==> config.mk <==
export PLATFORM = sky130hd
export DESIGN_NAME = sme_alu
export DESIGN_NICKNAME = d
export VERILOG_FILES = /design/src/design/sme_pkg.sv /design/src/design/sme_alu.sv
export SDC_FILE = /design/constraint.sdc
export NUM_CORES = 1
export LEC_CHECK = 0
export BUFFER_PORTS_ARGS = -buffer_cell sky130_fd_sc_hd__buf_2
export CORE_MARGIN = 2
export CORE_UTILIZATION = 60
export CTS_BUF_LIST = sky130_fd_sc_hd__clkbuf_2 sky130_fd_sc_hd__clkbuf_4 sky130_fd_sc_hd__clkbuf_8
export CTS_CLUSTER_SIZE = 30
export DETAILED_ROUTE_END_ITERATION = 8
export GPL_ROUTABILITY_DRIVEN = 0
export GPL_TIMING_DRIVEN = 1
export PLACE_DENSITY = 0.81
export SLEW_MARGIN = 20
export SYNTH_ARGS = -nofsm -noshare
export SYNTH_HDL_FRONTEND = slang
export SYNTH_SLANG_ARGS = --single-unit
==> constraint.sdc <==
create_clock -name clk -period 6.1 [get_ports clk]
set_clock_uncertainty 0.2 [all_clocks]
set_input_delay 0.61 -clock clk [delete_from_list [all_inputs] [get_ports clk]]
set_output_delay 0.61 -clock clk [all_outputs]
set_load 0.03 [all_outputs]
==> src/design/sme_pkg.sv <==
// shared types and constants of the stack machine execute unit
`timescale 1ns / 1ps
`default_nettype none
package sme_pkg;

  localparam int DATA_STACK_DEPTH_DEF   = 1024;
  localparam int RETURN_STACK_DEPTH_DEF = 256;
  localparam int PC_WIDTH_DEF           = 16;

  localparam int WORD_W = 64;
  localparam int LEN_W  = 17;

  typedef enum logic [4:0] {
    OP_PUSH  = 5'd0,
    OP_ADD   = 5'd1,
    OP_SUB   = 5'd2,
    OP_MUL   = 5'd3,
    OP_DIV   = 5'd4,
    OP_POP   = 5'd5,
    OP_PRINT = 5'd6,
    OP_JMP   = 5'd7,
    OP_CALL  = 5'd8,
    OP_RET   = 5'd9,
    OP_JZ    = 5'd10,
    OP_JNZ   = 5'd11,
    OP_INC   = 5'd12,
    OP_DEC   = 5'd13,
    OP_JEQ   = 5'd14,
    OP_JLT   = 5'd15,
    OP_JLTE  = 5'd16,
    OP_JGT   = 5'd17,
    OP_JGTE  = 5'd18,
    OP_NOP   = 5'd19,
    OP_BRK   = 5'd20,
    OP_HALT  = 5'd21
  } op_t;

  typedef enum logic [3:0] {
    ST_RUN       = 4'd0,
    ST_HALT      = 4'd1,
    ST_INVALID   = 4'd2,
    ST_UNDERFLOW = 4'd3,
    ST_OVERFLOW  = 4'd4,
    ST_RET_UNDER = 4'd5,
    ST_RET_OVER  = 4'd6,
    ST_PC_RANGE  = 4'd7,
    ST_DIV_ZERO  = 4'd8
  } status_t;

  typedef enum logic [2:0] {
    S_IDLE,
    S_EXEC,
    S_OPER2,
    S_WAIT,
    S_FIN
  } seq_state_t;

  typedef struct packed {
    logic start;
    logic is_div;
  } alu_req_t;

  typedef struct packed {
    logic              done;
    logic [WORD_W-1:0] result;
  } alu_rsp_t;

endpackage
`default_nettype wire

==> src/design/sme_alu.sv <==
// iterative multiply and signed divide, one bit per cycle on a shared adder
`timescale 1ns / 1ps
`default_nettype none
module sme_alu (
  input  wire logic                          clk,
  input  wire logic                          rst,
  input  wire sme_pkg::alu_req_t             req,
  input  wire logic [sme_pkg::WORD_W-1:0]    a,
  input  wire logic [sme_pkg::WORD_W-1:0]    b,
  output sme_pkg::alu_rsp_t                  rsp
);
  import sme_pkg::*;

  localparam int CNT_W = $clog2(WORD_W);

  logic              busy;
  logic              done;
  logic              is_div;
  logic              neg;
  logic [CNT_W-1:0]  cnt;
  logic [WORD_W-1:0] acc;
  logic [WORD_W-1:0] opx;
  logic [WORD_W-1:0] opy;

  logic [WORD_W:0]   rem_sh;
  logic [WORD_W:0]   add_x;
  logic [WORD_W:0]   add_y;
  logic              add_c;
  logic [WORD_W:0]   sum;
  logic              take;
  logic [WORD_W-1:0] mag_a;
  logic [WORD_W-1:0] mag_b;

  // shared adder: trial subtract for divide, accumulate for multiply
  always_comb begin
    rem_sh = {acc, opx[WORD_W-1]};
    if (is_div) begin
      add_x = rem_sh;
      add_y = ~{1'b0, opy};
      add_c = 1'b1;
    end else begin
      add_x = {1'b0, acc};
      add_y = opy[0] ? {1'b0, opx} : '0;
      add_c = 1'b0;
    end
    sum  = add_x + add_y + {{WORD_W{1'b0}}, add_c};
    take = ~sum[WORD_W];
    mag_a = a[WORD_W-1] ? (~a + 1'b1) : a;
    mag_b = b[WORD_W-1] ? (~b + 1'b1) : b;
  end

  // control
  always_ff @(posedge clk) begin
    if (rst) begin
      busy <= 1'b0;
      done <= 1'b0;
      cnt  <= '0;
    end else begin
      done <= 1'b0;
      if (req.start) begin
        busy <= 1'b1;
        cnt  <= '0;
      end else if (busy) begin
        cnt <= cnt + 1'b1;
        if (cnt == CNT_W'(WORD_W - 1)) begin
          busy <= 1'b0;
          done <= 1'b1;
        end
      end
    end
  end

  // datapath
  always_ff @(posedge clk) begin
    if (req.start) begin
      is_div <= req.is_div;
      acc    <= '0;
      neg    <= a[WORD_W-1] ^ b[WORD_W-1];
      opx    <= req.is_div ? mag_a : a;
      opy    <= req.is_div ? mag_b : b;
    end else if (busy) begin
      if (is_div) begin
        acc <= take ? sum[WORD_W-1:0] : rem_sh[WORD_W-1:0];
        opx <= {opx[WORD_W-2:0], take};
      end else begin
        acc <= sum[WORD_W-1:0];
        opx <= {opx[WORD_W-2:0], 1'b0};
        opy <= {1'b0, opy[WORD_W-1:1]};
      end
    end
  end

  // result
  always_comb begin
    rsp.done = done;
    if (is_div) begin
      rsp.result = neg ? (~opx + 1'b1) : opx;
    end else begin
      rsp.result = acc;
    end
  end

`ifndef SYNTHESIS
  a_no_restart : assert property (@(posedge clk) disable iff (rst)
    busy |-> !req.start) else $error("alu started while busy");
  a_done_idle : assert property (@(posedge clk) disable iff (rst)
    done |-> !busy) else $error("alu done while busy");
  a_done_after_busy : assert property (@(posedge clk) disable iff (rst)
    done |-> $past(busy)) else $error("alu done without a run");
`endif

endmodule
`default_nettype wire

==> run_results.csv <==
group,metric,value,unit
power_and_ir_drop,sequentialPowerShare,37.6,%
cts,holdBufCountCts,0,
route,wire_per_inst,19.4,um
finish,final_common_cell,"nor2_1",
critical_path,worstSetupPathDepth,11,
cts,cts_setup_buffers,0,
critical_path,critPathTopFamily,"simple AND/OR/NAND/NOR gates",
finish,layout_common_cells,"311 x nor2_1, 303 x a21oi_1, 195 x buf_2, 172 x o21ai_0, 160 x xor2_1",
grt,grt_max_degree,202,
cts,cts_sinks,202,
placement,place_hpwl,41100,um
power_and_ir_drop,pwr-share-comb,37.1,%
floorplan,initial_utilization,61.1,%
logic_synthesis,synth_xor_area_share,12.1,%
critical_path,worstSetupStartpoint,"opx[11]",
logic_synthesis,synth_enable_flop_cells,130,
critical_path,critical_path.max_stage_delay,590,ps
critical_path,worstSetupPathType,"register to output pin",
timing,maxSlewHeadroom,27.6,%
logic_synthesis,ys_ff_latch,202,
floorplan,io_pins,197,
power_and_ir_drop,p_int,2.95,mW
grt,grt_pass1_vias,15900,
route,routed_wl,53800,um
floorplan,fp.dieH,178,um
critical_path,cp_num_buf_inv,1,
worst_hold_path,hold_path_depth,2,
placement,place_area,19200,um2
floorplan,die_x,178,um
timing,tns,0,ps
timing,rsz0062_at_grt,"false",
flow_run,maxCapViolations,0,
route,first_pass_iters,6,
route,drtIter0Drc,2220,
critical_path,startpoint_type,"register",
route,ant_nets,0,
cts,clk_latency,550,ps
logic_synthesis,synth_mux_area_share,7.62,%
grt,track_usage,33.4,%
critical_path,cp.required,5290,ps
timing,setup_viol,0,
finish,final_nets,2572,
timing,max_freq,180,MHz
cts,cts_tree,"yes",
logic_synthesis,syn_inst,2266,
timing,period_needed,5550,ps
critical_path,end_kind,"output pin",
logic_synthesis,synth-compound-area-share,23.0,%
power_and_ir_drop,power.switching,1.89,mW
critical_path,crit_fanout,8,
logic_synthesis,synthArstFlopShare,0,%
cts,path_clk_slew,60,ps
logic_synthesis,syn_nets,2467,
critical_path,reg2reg_slack,780,ps
power_and_ir_drop,leakage,7.96,nW
power_and_ir_drop,irDropWorstVdd,0.132,mV
grt,antenna_found_initial,8,
power_and_ir_drop,swShare,39.0,%
finish,areaGrowthSynthToFinish,9.83,%
timing,worst_pin_slew,1080,ps
logic_synthesis,seq_area_frac_synth,29.5,%
route,vias,18000,
route,drc,0,
logic_synthesis,synthAdderAreaFrac,4.85,%
critical_path,cp-endpoint,"rsp[61]",
power_and_ir_drop,p_clk_share,25.3,%
timing,hold_viol,0,
logic_synthesis,avgSynthCellArea,7.99,um2
critical_path,r2r-end,"acc[49]",
critical_path,rr_startpoint,"is_div",
critical_path,rr_worst_depth,14,
grt,grt_pass1_wl,84200,um
logic_synthesis,netlist_area,18100,um2
finish,drive_gt1_share,15.6,%
cts,cts.repair.resized,0,
logic_synthesis,synth_top_family_by_area,"compound AO/OA/AOI/OAI gates",
finish,finalInstanceArea,19900,um2
route,vias_per_cell,6.45,
critical_path,cpMaxStageDelayCell,"or4_1",
logic_synthesis,ys_warn_count,0,
critical_path,cp.arrival,4740,ps
cts,htreeDepth,2,
critical_path,path_cells,"or4_1 -> nor4_2 -> or4b_1 -> or3_4 -> or2_1 -> or2_4 -> or4_4 -> o41ai_4 -> xor2_1 -> a21oi_1 -> buf_2",
timing,period_share,90.9,%
logic_synthesis,synthSimpleGateAreaFrac,19.0,%
worst_hold_path,min_path_type,"primary input to register",
logic_synthesis,synth_cell_type_count,74,
cts,cts_buffers,37,
floorplan,coreArea,29600,um2
power_and_ir_drop,power.density,244,nW/um2
floorplan,rows,63,
cts,root_buffer,"clkbuf_8",
placement,port_buffers,196,
outcome,status,"complete, no violations",
timing,drv_slew,0,
logic_synthesis,synth_ff_type,"edfxtp_1",
grt,gr-total-overflow,0,
cts,cts_buffer_depth,3,
floorplan,dieArea,31600,um2
## routing by layer
layer	GRT usage, %	wire [um]
met2	48.5	22400
met4	10.5	1700
met1	50.2	23000
met5	0	77
met3	5.91	6590
## worst min-delay path by stage
stage | endpoint | from | slack, ps
5_1_grt | busy | rst | 60
4_1_cts | busy | rst | 40
2_1_floorplan | cnt[5] | cnt[5] | 250
3_3_place_gp | cnt[5] | cnt[5] | 270
3_5_place_dp | cnt[5] | cnt[5] | 290
6_report | busy | rst | 70
## synthesized netlist by cell type, types with 4 or more instances
library cell	instances	area share (%)
or3_1	23	0.80
clkbuf_1	128	2.7
a21oi_1	303	8.4
nor4_1	21	0.73
o21ai_0	172	4.8
edfxtp_1	130	22
buf_1	17	0.35
nor2_1	311	6.5
and4_1	4	0.19
ha_1	67	4.6
a21o_1	27	1.1
xnor2_1	89	4.3
or4_1	19	0.79
nor2b_1	13	0.45
or2_2	11	0.38
or4_4	4	0.25
nand4_1	26	0.90
dfxtp_1	72	8.0
o31ai_1	41	1.7
and3_1	9	0.31
o41ai_1	24	1.2
nand2b_1	22	0.76
o21bai_1	8	0.33
nand2_1	130	2.7
a31oi_1	10	0.35
xor2_1	160	7.7
nor3_1	33	0.91
o31a_1	4	0.19
a2111oi_0	5	0.24
a211oi_1	55	2.3
o211ai_1	13	0.54
mux2i_1	59	3.3
inv_1	34	0.71
mux2_2	70	4.4
o21a_1	10	0.41
nand3_1	77	2.1
and2_1	10	0.35
## layout make-up
type / count / area, um2
clock inverter: 8 / 40.0
sequential: 202 / 5350
antenna: 2 / 5.00
tap: 390 / 488
clock buffer: 50 / 632
multi-input combinational: 1879 / 12000
fill: 2483 / 9760
timing repair buffer: 216 / 1180
inverter: 35 / 133
## cells by family (layout without fill, tap and decap cells)
kind of cell,after synthesis,in the layout
AO/OA/AOI/OAI,701,701
buffers and inverters,185,309
other,0,2
adder cells (fa/ha/maj),69,69
flip-flops,202,202
AND/OR/NAND/NOR,731,731
XOR/XNOR,249,249
multiplexers,129,129
## stage by stage
stage | util, % | total power, mW | hold slack [ps] | setup WS, ps | instances
after floorplan | - | 3.06 | 254 | 1200 | 2266
after global placement | 64.8 | 3.54 | 267 | 1010 | 2722
after detailed placement | 64.8 | 3.58 | 295 | 929 | 2722
after CTS | 67.0 | 4.80 | 40.7 | 547 | 2780
after global routing | 67.0 | 5.07 | 63.1 | 207 | 2780
final | 67.1 | 4.84 | 65.3 | 554 | 2782
## power by group through the flow
| stage | clock network (mW) | registers, mW | logic (mW) |
|---|---|---|---|
| 4_1_cts | 1.24 | 1.81 | 1.76 |
| 3_5_place_dp | 0 | 1.84 | 1.74 |
| 6_report | 1.22 | 1.82 | 1.80 |
| 2_1_floorplan | 0 | 1.75 | 1.31 |
| 5_1_grt | 1.29 | 1.84 | 1.94 |
| 3_3_place_gp | 0 | 1.83 | 1.71 |
## sequential cells by signal, summed over array words and instances, names as in the netlist
name    flops
neg         1
opy        64
acc        64
done        1
cnt         6
opx        64
busy        1
is_div      1
Note: power is estimated with default switching activity, not from simulation.
