==> src/design/sme_pkg.sv <==
// shared types and constants of the stack machine execute unit
`timescale 1ns / 1ps
`default_nettype none
package sme_pkg;

  localparam int DATA_STACK_DEPTH_DEF   = 1024;
  localparam int RETURN_STACK_DEPTH_DEF = 256;
  localparam int PC_WIDTH_DEF           = 16;

  localparam int WORD_W = 64;
  localparam int LEN_W  = 17;

  typedef enum logic [4:0] {
    OP_PUSH  = 5'd0,
    OP_ADD   = 5'd1,
    OP_SUB   = 5'd2,
    OP_MUL   = 5'd3,
    OP_DIV   = 5'd4,
    OP_POP   = 5'd5,
    OP_PRINT = 5'd6,
    OP_JMP   = 5'd7,
    OP_CALL  = 5'd8,
    OP_RET   = 5'd9,
    OP_JZ    = 5'd10,
    OP_JNZ   = 5'd11,
    OP_INC   = 5'd12,
    OP_DEC   = 5'd13,
    OP_JEQ   = 5'd14,
    OP_JLT   = 5'd15,
    OP_JLTE  = 5'd16,
    OP_JGT   = 5'd17,
    OP_JGTE  = 5'd18,
    OP_NOP   = 5'd19,
    OP_BRK   = 5'd20,
    OP_HALT  = 5'd21
  } op_t;

  typedef enum logic [3:0] {
    ST_RUN       = 4'd0,
    ST_HALT      = 4'd1,
    ST_INVALID   = 4'd2,
    ST_UNDERFLOW = 4'd3,
    ST_OVERFLOW  = 4'd4,
    ST_RET_UNDER = 4'd5,
    ST_RET_OVER  = 4'd6,
    ST_PC_RANGE  = 4'd7,
    ST_DIV_ZERO  = 4'd8
  } status_t;

  typedef enum logic [2:0] {
    S_IDLE,
    S_EXEC,
    S_OPER2,
    S_WAIT,
    S_FIN
  } seq_state_t;

  typedef struct packed {
    logic start;
    logic is_div;
  } alu_req_t;

  typedef struct packed {
    logic              done;
    logic [WORD_W-1:0] result;
  } alu_rsp_t;

endpackage
`default_nettype wire

==> src/design/sme_ctrl.sv <==
// instruction sequencer: checks, stack access, pc update and result register
`timescale 1ns / 1ps
`default_nettype none
module sme_ctrl #(
  parameter int DATA_STACK_DEPTH   = sme_pkg::DATA_STACK_DEPTH_DEF,
  parameter int RETURN_STACK_DEPTH = sme_pkg::RETURN_STACK_DEPTH_DEF,
  parameter int PC_WIDTH           = sme_pkg::PC_WIDTH_DEF
) (
  input  wire logic                                clk,
  input  wire logic                                rst,
  input  wire logic [sme_pkg::LEN_W-1:0]           program_length,
  input  wire logic                                in_valid,
  output logic                                     in_ready,
  input  wire logic [4:0]                          operation,
  input  wire logic [sme_pkg::WORD_W-1:0]          operand,
  output logic                                     out_valid,
  input  wire logic                                out_ready,
  output logic [151:0]                             out_data,
  output logic                                     out_user,
  output logic                                     ds_we,
  output logic [$clog2(DATA_STACK_DEPTH)-1:0]      ds_waddr,
  output logic [sme_pkg::WORD_W-1:0]               ds_wdata,
  output logic [$clog2(DATA_STACK_DEPTH)-1:0]      ds_raddr,
  input  wire logic [sme_pkg::WORD_W-1:0]          ds_rdata,
  output logic                                     rs_we,
  output logic [$clog2(RETURN_STACK_DEPTH)-1:0]    rs_waddr,
  output logic [PC_WIDTH-1:0]                      rs_wdata,
  output logic [$clog2(RETURN_STACK_DEPTH)-1:0]    rs_raddr,
  input  wire logic [PC_WIDTH-1:0]                 rs_rdata,
  output sme_pkg::alu_req_t                        alu_req,
  output logic [sme_pkg::WORD_W-1:0]               alu_a,
  output logic [sme_pkg::WORD_W-1:0]               alu_b,
  input  wire sme_pkg::alu_rsp_t                   alu_rsp
);
  import sme_pkg::*;

  localparam int DAW = $clog2(DATA_STACK_DEPTH);
  localparam int DDW = $clog2(DATA_STACK_DEPTH + 1);
  localparam int RAW = $clog2(RETURN_STACK_DEPTH);
  localparam int RDW = $clog2(RETURN_STACK_DEPTH + 1);
  localparam int CW  = (PC_WIDTH + 2 > LEN_W) ? PC_WIDTH + 2 : LEN_W;

  seq_state_t        state, state_next;
  logic [PC_WIDTH-1:0] pc, pc_next;
  logic [DDW-1:0]    depth, depth_next;
  logic [RDW-1:0]    rdepth, rdepth_next;
  logic              stopped, stopped_next;
  status_t           held_status, status_next;
  logic [WORD_W-1:0] held_exit, exit_next;
  logic [4:0]        op_r;
  logic [WORD_W-1:0] arg_r;
  logic [WORD_W-1:0] top_r, top_next;
  logic              pv, pv_next;
  logic [WORD_W-1:0] pval, pval_next;
  logic              out_load;

  logic [CW-1:0]     pc_c, pc1, pc2, plen, limit;
  logic              arg_big;
  logic [DDW-1:0]    depth_m1, depth_m2;
  logic [RDW-1:0]    rdepth_m1;
  op_t               op_e;

  // address arithmetic in a width that holds every limit
  always_comb begin
    pc_c      = CW'(pc);
    pc1       = pc_c + CW'(1);
    pc2       = pc_c + CW'(2);
    plen      = CW'(program_length);
    limit     = {{(CW-PC_WIDTH-1){1'b0}}, 1'b1, {PC_WIDTH{1'b0}}};
    arg_big   = |arg_r[WORD_W-1:PC_WIDTH];
    depth_m1  = depth - DDW'(1);
    depth_m2  = depth - DDW'(2);
    rdepth_m1 = rdepth - RDW'(1);
    op_e      = op_t'(op_r);
  end

  // state register
  always_ff @(posedge clk) begin
    if (rst) begin
      state       <= S_IDLE;
      pc          <= '0;
      depth       <= '0;
      rdepth      <= '0;
      stopped     <= 1'b0;
      held_status <= ST_RUN;
      held_exit   <= '0;
    end else begin
      state       <= state_next;
      pc          <= pc_next;
      depth       <= depth_next;
      rdepth      <= rdepth_next;
      stopped     <= stopped_next;
      held_status <= status_next;
      held_exit   <= exit_next;
    end
  end

  // per-instruction working registers
  always_ff @(posedge clk) begin
    if (in_valid && in_ready) begin
      op_r  <= operation;
      arg_r <= operand;
    end
    top_r <= top_next;
    pv    <= pv_next;
    pval  <= pval_next;
  end

  // next state and datapath control
  always_comb begin
    logic    flt;
    logic    take;
    status_t code;
    flt          = 1'b0;
    take         = 1'b0;
    code         = ST_RUN;
    state_next   = state;
    pc_next      = pc;
    depth_next   = depth;
    rdepth_next  = rdepth;
    stopped_next = stopped;
    status_next  = held_status;
    exit_next    = held_exit;
    top_next     = top_r;
    pv_next      = pv;
    pval_next    = pval;
    in_ready     = 1'b0;
    out_load     = 1'b0;
    ds_we        = 1'b0;
    ds_waddr     = depth_m2[DAW-1:0];
    ds_wdata     = alu_rsp.result;
    ds_raddr     = depth_m1[DAW-1:0];
    rs_we        = 1'b0;
    rs_waddr     = rdepth[RAW-1:0];
    rs_wdata     = pc2[PC_WIDTH-1:0];
    rs_raddr     = rdepth_m1[RAW-1:0];
    alu_req      = '0;
    alu_a        = top_r;
    alu_b        = ds_rdata;

    unique case (state)
      // wait for a request; top of each stack is being read meanwhile
      S_IDLE: begin
        in_ready = 1'b1;
        if (in_valid) begin
          pv_next    = 1'b0;
          pval_next  = '0;
          state_next = S_EXEC;
        end
      end

      // first decode and single-read instructions
      S_EXEC: begin
        state_next = S_FIN;
        ds_raddr   = depth_m2[DAW-1:0];
        priority if (stopped) begin
          state_next = S_FIN;
        end else if (pc_c >= plen) begin
          flt = 1'b1; code = ST_PC_RANGE;
        end else if (op_r > OP_HALT) begin
          flt = 1'b1; code = ST_INVALID;
        end else if ((op_e == OP_PUSH || op_e == OP_JMP || op_e == OP_CALL ||
                      op_e == OP_JZ || op_e == OP_JNZ || op_e == OP_JEQ ||
                      op_e == OP_JLT || op_e == OP_JLTE || op_e == OP_JGT ||
                      op_e == OP_JGTE) && pc1 >= plen) begin
          flt = 1'b1; code = ST_PC_RANGE;
        end else begin
          unique case (op_e)
            OP_PUSH: begin
              if (depth >= DDW'(DATA_STACK_DEPTH)) begin
                flt = 1'b1; code = ST_OVERFLOW;
              end else if (pc2 >= limit) begin
                flt = 1'b1; code = ST_PC_RANGE;
              end else begin
                ds_we      = 1'b1;
                ds_waddr   = depth[DAW-1:0];
                ds_wdata   = arg_r;
                depth_next = depth + DDW'(1);
                pc_next    = pc2[PC_WIDTH-1:0];
              end
            end
            OP_ADD, OP_SUB, OP_MUL, OP_DIV,
            OP_JEQ, OP_JLT, OP_JLTE, OP_JGT, OP_JGTE: begin
              if (depth < DDW'(2)) begin
                flt = 1'b1; code = ST_UNDERFLOW;
              end else begin
                top_next   = ds_rdata;
                state_next = S_OPER2;
              end
            end
            OP_POP, OP_PRINT, OP_INC, OP_DEC: begin
              if (depth == '0) begin
                flt = 1'b1; code = ST_UNDERFLOW;
              end else if (pc1 >= limit) begin
                flt = 1'b1; code = ST_PC_RANGE;
              end else begin
                pc_next  = pc1[PC_WIDTH-1:0];
                ds_waddr = depth_m1[DAW-1:0];
                if (op_e == OP_POP) begin
                  depth_next = depth_m1;
                end else if (op_e == OP_PRINT) begin
                  pv_next   = 1'b1;
                  pval_next = ds_rdata;
                end else if (op_e == OP_INC) begin
                  ds_we    = 1'b1;
                  ds_wdata = ds_rdata + 1'b1;
                end else begin
                  ds_we    = 1'b1;
                  ds_wdata = ds_rdata - 1'b1;
                end
              end
            end
            OP_JMP: begin
              if (arg_big) begin
                flt = 1'b1; code = ST_PC_RANGE;
              end else begin
                pc_next = arg_r[PC_WIDTH-1:0];
              end
            end
            OP_CALL: begin
              if (rdepth >= RDW'(RETURN_STACK_DEPTH)) begin
                flt = 1'b1; code = ST_RET_OVER;
              end else if (pc2 >= limit || arg_big) begin
                flt = 1'b1; code = ST_PC_RANGE;
              end else begin
                rs_we       = 1'b1;
                rdepth_next = rdepth + RDW'(1);
                pc_next     = arg_r[PC_WIDTH-1:0];
              end
            end
            OP_RET: begin
              if (rdepth == '0) begin
                flt = 1'b1; code = ST_RET_UNDER;
              end else begin
                rdepth_next = rdepth_m1;
                pc_next     = rs_rdata;
              end
            end
            OP_JZ, OP_JNZ: begin
              take = ((op_e == OP_JZ) == (ds_rdata == '0));
              if (depth == '0) begin
                flt = 1'b1; code = ST_UNDERFLOW;
              end else if (take ? arg_big : (pc2 >= limit)) begin
                flt = 1'b1; code = ST_PC_RANGE;
              end else begin
                pc_next = take ? arg_r[PC_WIDTH-1:0] : pc2[PC_WIDTH-1:0];
              end
            end
            OP_NOP: begin
              if (pc1 >= limit) begin
                flt = 1'b1; code = ST_PC_RANGE;
              end else begin
                pc_next = pc1[PC_WIDTH-1:0];
              end
            end
            OP_BRK, OP_HALT: begin
              if (depth == '0) begin
                flt = 1'b1; code = ST_UNDERFLOW;
              end else begin
                exit_next = ds_rdata;
                flt = 1'b1; code = ST_HALT;
              end
            end
            default: begin
              flt = 1'b1; code = ST_INVALID;
            end
          endcase
        end
      end

      // second operand is on the read port
      S_OPER2: begin
        state_next = S_FIN;
        if (op_e == OP_ADD || op_e == OP_SUB || op_e == OP_MUL || op_e == OP_DIV) begin
          if (op_e == OP_DIV && ds_rdata == '0) begin
            flt = 1'b1; code = ST_DIV_ZERO;
          end else if (pc1 >= limit) begin
            flt = 1'b1; code = ST_PC_RANGE;
          end else if (op_e == OP_ADD || op_e == OP_SUB) begin
            ds_we      = 1'b1;
            ds_wdata   = (op_e == OP_ADD) ? (top_r + ds_rdata) : (top_r - ds_rdata);
            depth_next = depth_m1;
            pc_next    = pc1[PC_WIDTH-1:0];
          end else begin
            alu_req.start  = 1'b1;
            alu_req.is_div = (op_e == OP_DIV);
            state_next     = S_WAIT;
          end
        end else begin
          // compare jumps: top is b, the word below is a
          priority case (op_e)
            OP_JEQ:  take = ds_rdata == top_r;
            OP_JLT:  take = ds_rdata <  top_r;
            OP_JLTE: take = ds_rdata <= top_r;
            OP_JGT:  take = ds_rdata >  top_r;
            default: take = ds_rdata >= top_r;
          endcase
          if (take ? arg_big : (pc2 >= limit)) begin
            flt = 1'b1; code = ST_PC_RANGE;
          end else begin
            pc_next    = take ? arg_r[PC_WIDTH-1:0] : pc2[PC_WIDTH-1:0];
            depth_next = (op_e == OP_JEQ) ? depth_m1 : depth_m2;
          end
        end
      end

      // multiply or divide in flight
      S_WAIT: begin
        if (alu_rsp.done) begin
          ds_we      = 1'b1;
          depth_next = depth_m1;
          pc_next    = pc1[PC_WIDTH-1:0];
          state_next = S_FIN;
        end
      end

      // hand the result to the output register once it is free
      S_FIN: begin
        if (!out_valid || out_ready) begin
          out_load   = 1'b1;
          state_next = S_IDLE;
        end
      end

      default: state_next = S_IDLE;
    endcase

    if (flt) begin
      stopped_next = 1'b1;
      status_next  = code;
    end
  end

  // output register
  always_ff @(posedge clk) begin
    if (rst) begin
      out_valid <= 1'b0;
    end else if (out_load) begin
      out_valid <= 1'b1;
    end else if (out_ready) begin
      out_valid <= 1'b0;
    end
  end

  always_ff @(posedge clk) begin
    if (out_load) begin
      out_data <= {4'b0, held_exit, pval, held_status, 16'(pc)};
      out_user <= pv;
    end
  end

`ifndef SYNTHESIS
  a_stop_status : assert property (@(posedge clk) disable iff (rst)
    stopped == (held_status != ST_RUN)) else $error("stop flag and status disagree");
  a_depth_range : assert property (@(posedge clk) disable iff (rst)
    depth <= DDW'(DATA_STACK_DEPTH)) else $error("data stack depth out of range");
  a_rdepth_range : assert property (@(posedge clk) disable iff (rst)
    rdepth <= RDW'(RETURN_STACK_DEPTH)) else $error("return depth out of range");
  a_print_running : assert property (@(posedge clk) disable iff (rst)
    (out_valid && out_user) |-> (out_data[19:16] == ST_RUN))
    else $error("print reported with a stopped status");
  a_alu_from_oper2 : assert property (@(posedge clk) disable iff (rst)
    alu_req.start |=> (state == S_WAIT)) else $error("alu started outside operand step");
`endif

endmodule
`default_nettype wire

==> config.mk <==
export PLATFORM = sky130hd
export DESIGN_NAME = sme_ctrl
export DESIGN_NICKNAME = d
export VERILOG_FILES = /design/src/design/sme_pkg.sv /design/src/design/sme_ctrl.sv
export SDC_FILE = /design/constraint.sdc
export NUM_CORES = 1
export LEC_CHECK = 0
export BUFFER_PORTS_ARGS = -buffer_cell sky130_fd_sc_hd__buf_2
export CAP_MARGIN = 20
export CORE_ASPECT_RATIO = 1.4
export CORE_MARGIN = 8
export CORE_UTILIZATION = 40
export CTS_BUF_LIST = sky130_fd_sc_hd__clkbuf_8
export CTS_CLUSTER_DIAMETER = 80
export DETAILED_ROUTE_END_ITERATION = 10
export RECOVER_POWER = 25
export SYNTH_ARGS = -nofsm -noshare
export SYNTH_HDL_FRONTEND = slang
export SYNTH_SLANG_ARGS = --single-unit
==> constraint.sdc <==
create_clock -name clk -period 12.11 [get_ports clk]
set_clock_uncertainty 0.15 [all_clocks]
set_input_delay 1.211 -clock clk [delete_from_list [all_inputs] [get_ports clk]]
set_output_delay 1.211 -clock clk [all_outputs]
set_load 0.01 [all_outputs]
==> results.toml <==
[logic_synthesis]
synth_fa_ha_area_share_pct = 9.44
synth_simple_gate_area_share_pct = 16.8
synth_top_flop_cell = "edfxtp_1"
synth-compound-area-share_pct = 23.6
synth_edf_count = 347
async_flop_share_pct = 0
syn_inst = 3768
ys_warn_count = 0
synth.area.top_cells = "edfxtp_1 (32%), ha_1 (9.3%), dfxtp_1 (6.6%)"
synth_top_family_by_area = "compound AO/OA/AOI/OAI gates"
synth_top_cell_area_share_pct = 31.6
synthXorXnorAreaFrac_pct = 4.83
synth_top_cell_by_area = "edfxtp_1"
synthMuxAreaShare_pct = 0.531
syn-cell-area_um2 = 33000
ys_ff_latch = 456
syn_avg_cell_area_um2 = 8.76
synth-seq-area-share_pct = 38.2
yosysUniqueCellTypes = 91

[sta]
rsz0062_at_grt = "false"
fin_crit_ns = 8.56
fin_crit_sh_pct = 70.7
holdWs_ns = 0.256
slew_viol_final = 66
hold_viol_final = 0
timing.fmax_mhz = 117
relSlewSlack_pct = -88.1
setup_viol = 0
tightest_slew_ns = 2.82
tns_ns = 0

[floorplanning]
fp.dieArea_um2 = 92100
initial_utilization_pct = 40.3
die_w_um = 259
ioPinCount = 638
core_area_um2 = 81800
fp-row-count = 124
dieHeight_um = 356

[drt]
ant_nets = 0
drt_iter0_drc = 3356
via_per_inst = 6.11
num_vias = 32900
dr_wl_met3_mm = 13.8
wl_met2_mm = 74.2
met1_length_mm = 58.6
wl_mm = 155
drc = 0
drt-wirelength-per-cell_um = 28.8
dr.pass1.iters = 9
routed.top_layer = "met5"

[run_status]
status = "finished with violations"
failed_checks = "capacitance limit, slew limit"

[setup_path]
worstPathArrival_ns = 7.20
crit_type = "reg2out"
worstSetupStartpointType = "register"
r2r_start = "pc[0]"
worstPathRequired_ns = 10.75
crit_start = "op_e[2]"
ff2ff_path_depth = 16
r2r_end = "pval[33]"
reg2reg_setup_slack_ns = 5.82
worst_setup_path_end_kind = "primary output"
crit_path_max_fanout = 48

[placement]
io_buffers = 633
place_area_um2 = 36500
dp_cells = 5223
globalplace.congestion = 1.03
hpwl_mm = 121

[min_path]
min_from = "pval[30]"
hold_path_end = "out_data[50]"
hold_class = "reg2reg"
whs_path_depth = 0

[cts]
cts_max_level = 3
cts_tree = "done"
cts_resized = 0
cts_setup_buffers = 0
worstSkewPairLatency_ns = 0.73
cts.path.max_buffers = 3
cts_buffers = 78
cts_root_buf = "clkbuf_8"
clkTransAtPathRegs_ns = 0.06
clock-sinks = 456
ctsHoldBuffers = 0

[power]
ir_worst_vdd_uv = 91.5
cellLeakagePower_nw = 15.2
pwr_density_cell_nw_per_um2 = 116

[flow_run]
maxCapViolations = 2

[layout]
fin_area_um2 = 38000
finalNetCount = 4716
final_cells = 5383
multiInputGateArea_um2 = 18300
drive_gt1_share_pct = 18.1
regArea_um2 = 12600
fill_cells = 8144
area_delta_synth_final_pct = 15.3

[grt]
antenna_found_initial = 17
grt_pass1_vias = 32300
grt_pass1_wl_mm = 221
grt_max_degree = 68
grt_use_total_pct = 32.0
grt.overflow.total = 0
## cell usage after synthesis, types with 28 or more instances
library cell / n
a21o_1: 77
a21oi_1: 385
a222oi_1: 44
a22oi_1: 53
a31oi_1: 36
and3_1: 29
buf_2: 34
buf_4: 77
clkbuf_1: 167
dfxtp_1: 109
edfxtp_1: 347
ha_1: 244
inv_1: 192
nand2_1: 354
nand3_1: 79
nand4_1: 63
nor2_1: 340
nor2b_1: 39
nor3_1: 91
nor4_1: 52
o21a_1: 28
o21ai_0: 234
o21bai_1: 53
or3_1: 35
xnor2_1: 133
xor2_1: 49
## area by class of cell
cell class	instances	share of cell area [%]
timing repair buffer	680	9.01
sequential	456	33.1
antenna	14	0.0921
multi-input combinational	2826	48.2
tap	1071	3.52
clock buffer	85	3.08
clock inverter	59	1.04
inverter	192	1.89
## layout by cell type (no fill, tap or decap), types with 28 or more instances in the layout
master / n
a21oi_1: 384
edfxtp_1: 347
buf_2: 558
nand4_1: 63
nor4_1: 52
or3_1: 35
nand3_1: 74
clkbuf_8: 85
o21a_1: 28
a222oi_1: 44
nor2_1: 334
nor3_1: 87
o21ai_0: 234
nor2b_1: 39
a21o_1: 77
xnor2_1: 133
o21bai_1: 53
ha_1: 244
a22oi_1: 53
inv_1: 217
a31oi_1: 36
buf_4: 43
xor2_1: 49
clkbuf_1: 78
nand2_1: 354
dfxtp_1: 109
## registers in the layout, indices dropped and copies added, names as in the netlist
| signal | cells |
|---|---|
| pc | 16 |
| state | 3 |
| rdepth | 9 |
| out_valid | 1 |
| alu_a | 64 |
| held_status | 4 |
| pval | 64 |
| stopped | 1 |
| held_exit | 64 |
| arg_r | 64 |
| out_data | 148 |
| op_e | 5 |
| pv | 1 |
| depth | 11 |
| out_user | 1 |
## metrics by stage
step           total power (W)  utilization (%)  worst slack, ns
3_3_place_gp           0.00297             44.7             4.50
2_1_floorplan          0.00253                -             3.49
3_5_place_dp           0.00297             44.7             4.52
5_1_grt                0.00457             46.5             3.05
6_report               0.00440             46.5             3.55
4_1_cts                0.00442             46.6             3.67
## power breakdown
part	leakage, nW	internal, W	total (W)	switching [W]
Clock	0.884	0.000741	0.00144	0.000698
Combinational	10.1	0.000361	0.00110	0.000742
Sequential	4.22	0.00179	0.00186	0.0000705
Total	15.2	0.00289	0.00440	0.00151
## worst max-delay path: stages (launching register included)
cell	delay [ns]
edfxtp_1	0.74
nor2b_1	0.43
nand3_4	0.48
buf_4	0.54
ha_1	0.43
o21ai_0	0.12
o21ai_0	0.37
a31oi_1	0.20
a311oi_1	0.52
o21ai_0	0.31
a41oi_1	0.25
buf_4	0.21
a21o_1	0.20
a211oi_1	0.10
nor3_1	0.60
a311oi_1	0.26
xnor2_1	0.20
a211o_1	0.35
buf_2	0.16
## kinds of logic after synthesis
group | Yosys count
other cells | 1
fa+ha+maj | 247
simple gates | 1175
xor+xnor | 182
buf+inv | 489
flops | 456
mux | 17
compound gates | 1201
## routing by layer
layer	vias to the layer above	global-route usage (%)
li1	14900	-
met1	15800	37.2
met2	1833	55.0
met3	400	7.69
met4	2	15.3
met5	-	0
## how the worst max path moves through the flow
| stage | end | depth (start not counted) |
|---|---|---|
| global placement | ds_wdata[61] | 18 |
| global route | ds_wdata[61] | 18 |
| floorplan | pv | 15 |
| detailed placement | ds_wdata[61] | 18 |
| CTS | ds_wdata[61] | 18 |
| finish | ds_wdata[61] | 18 |
Note: power is estimated with default switching activity, not from simulation.
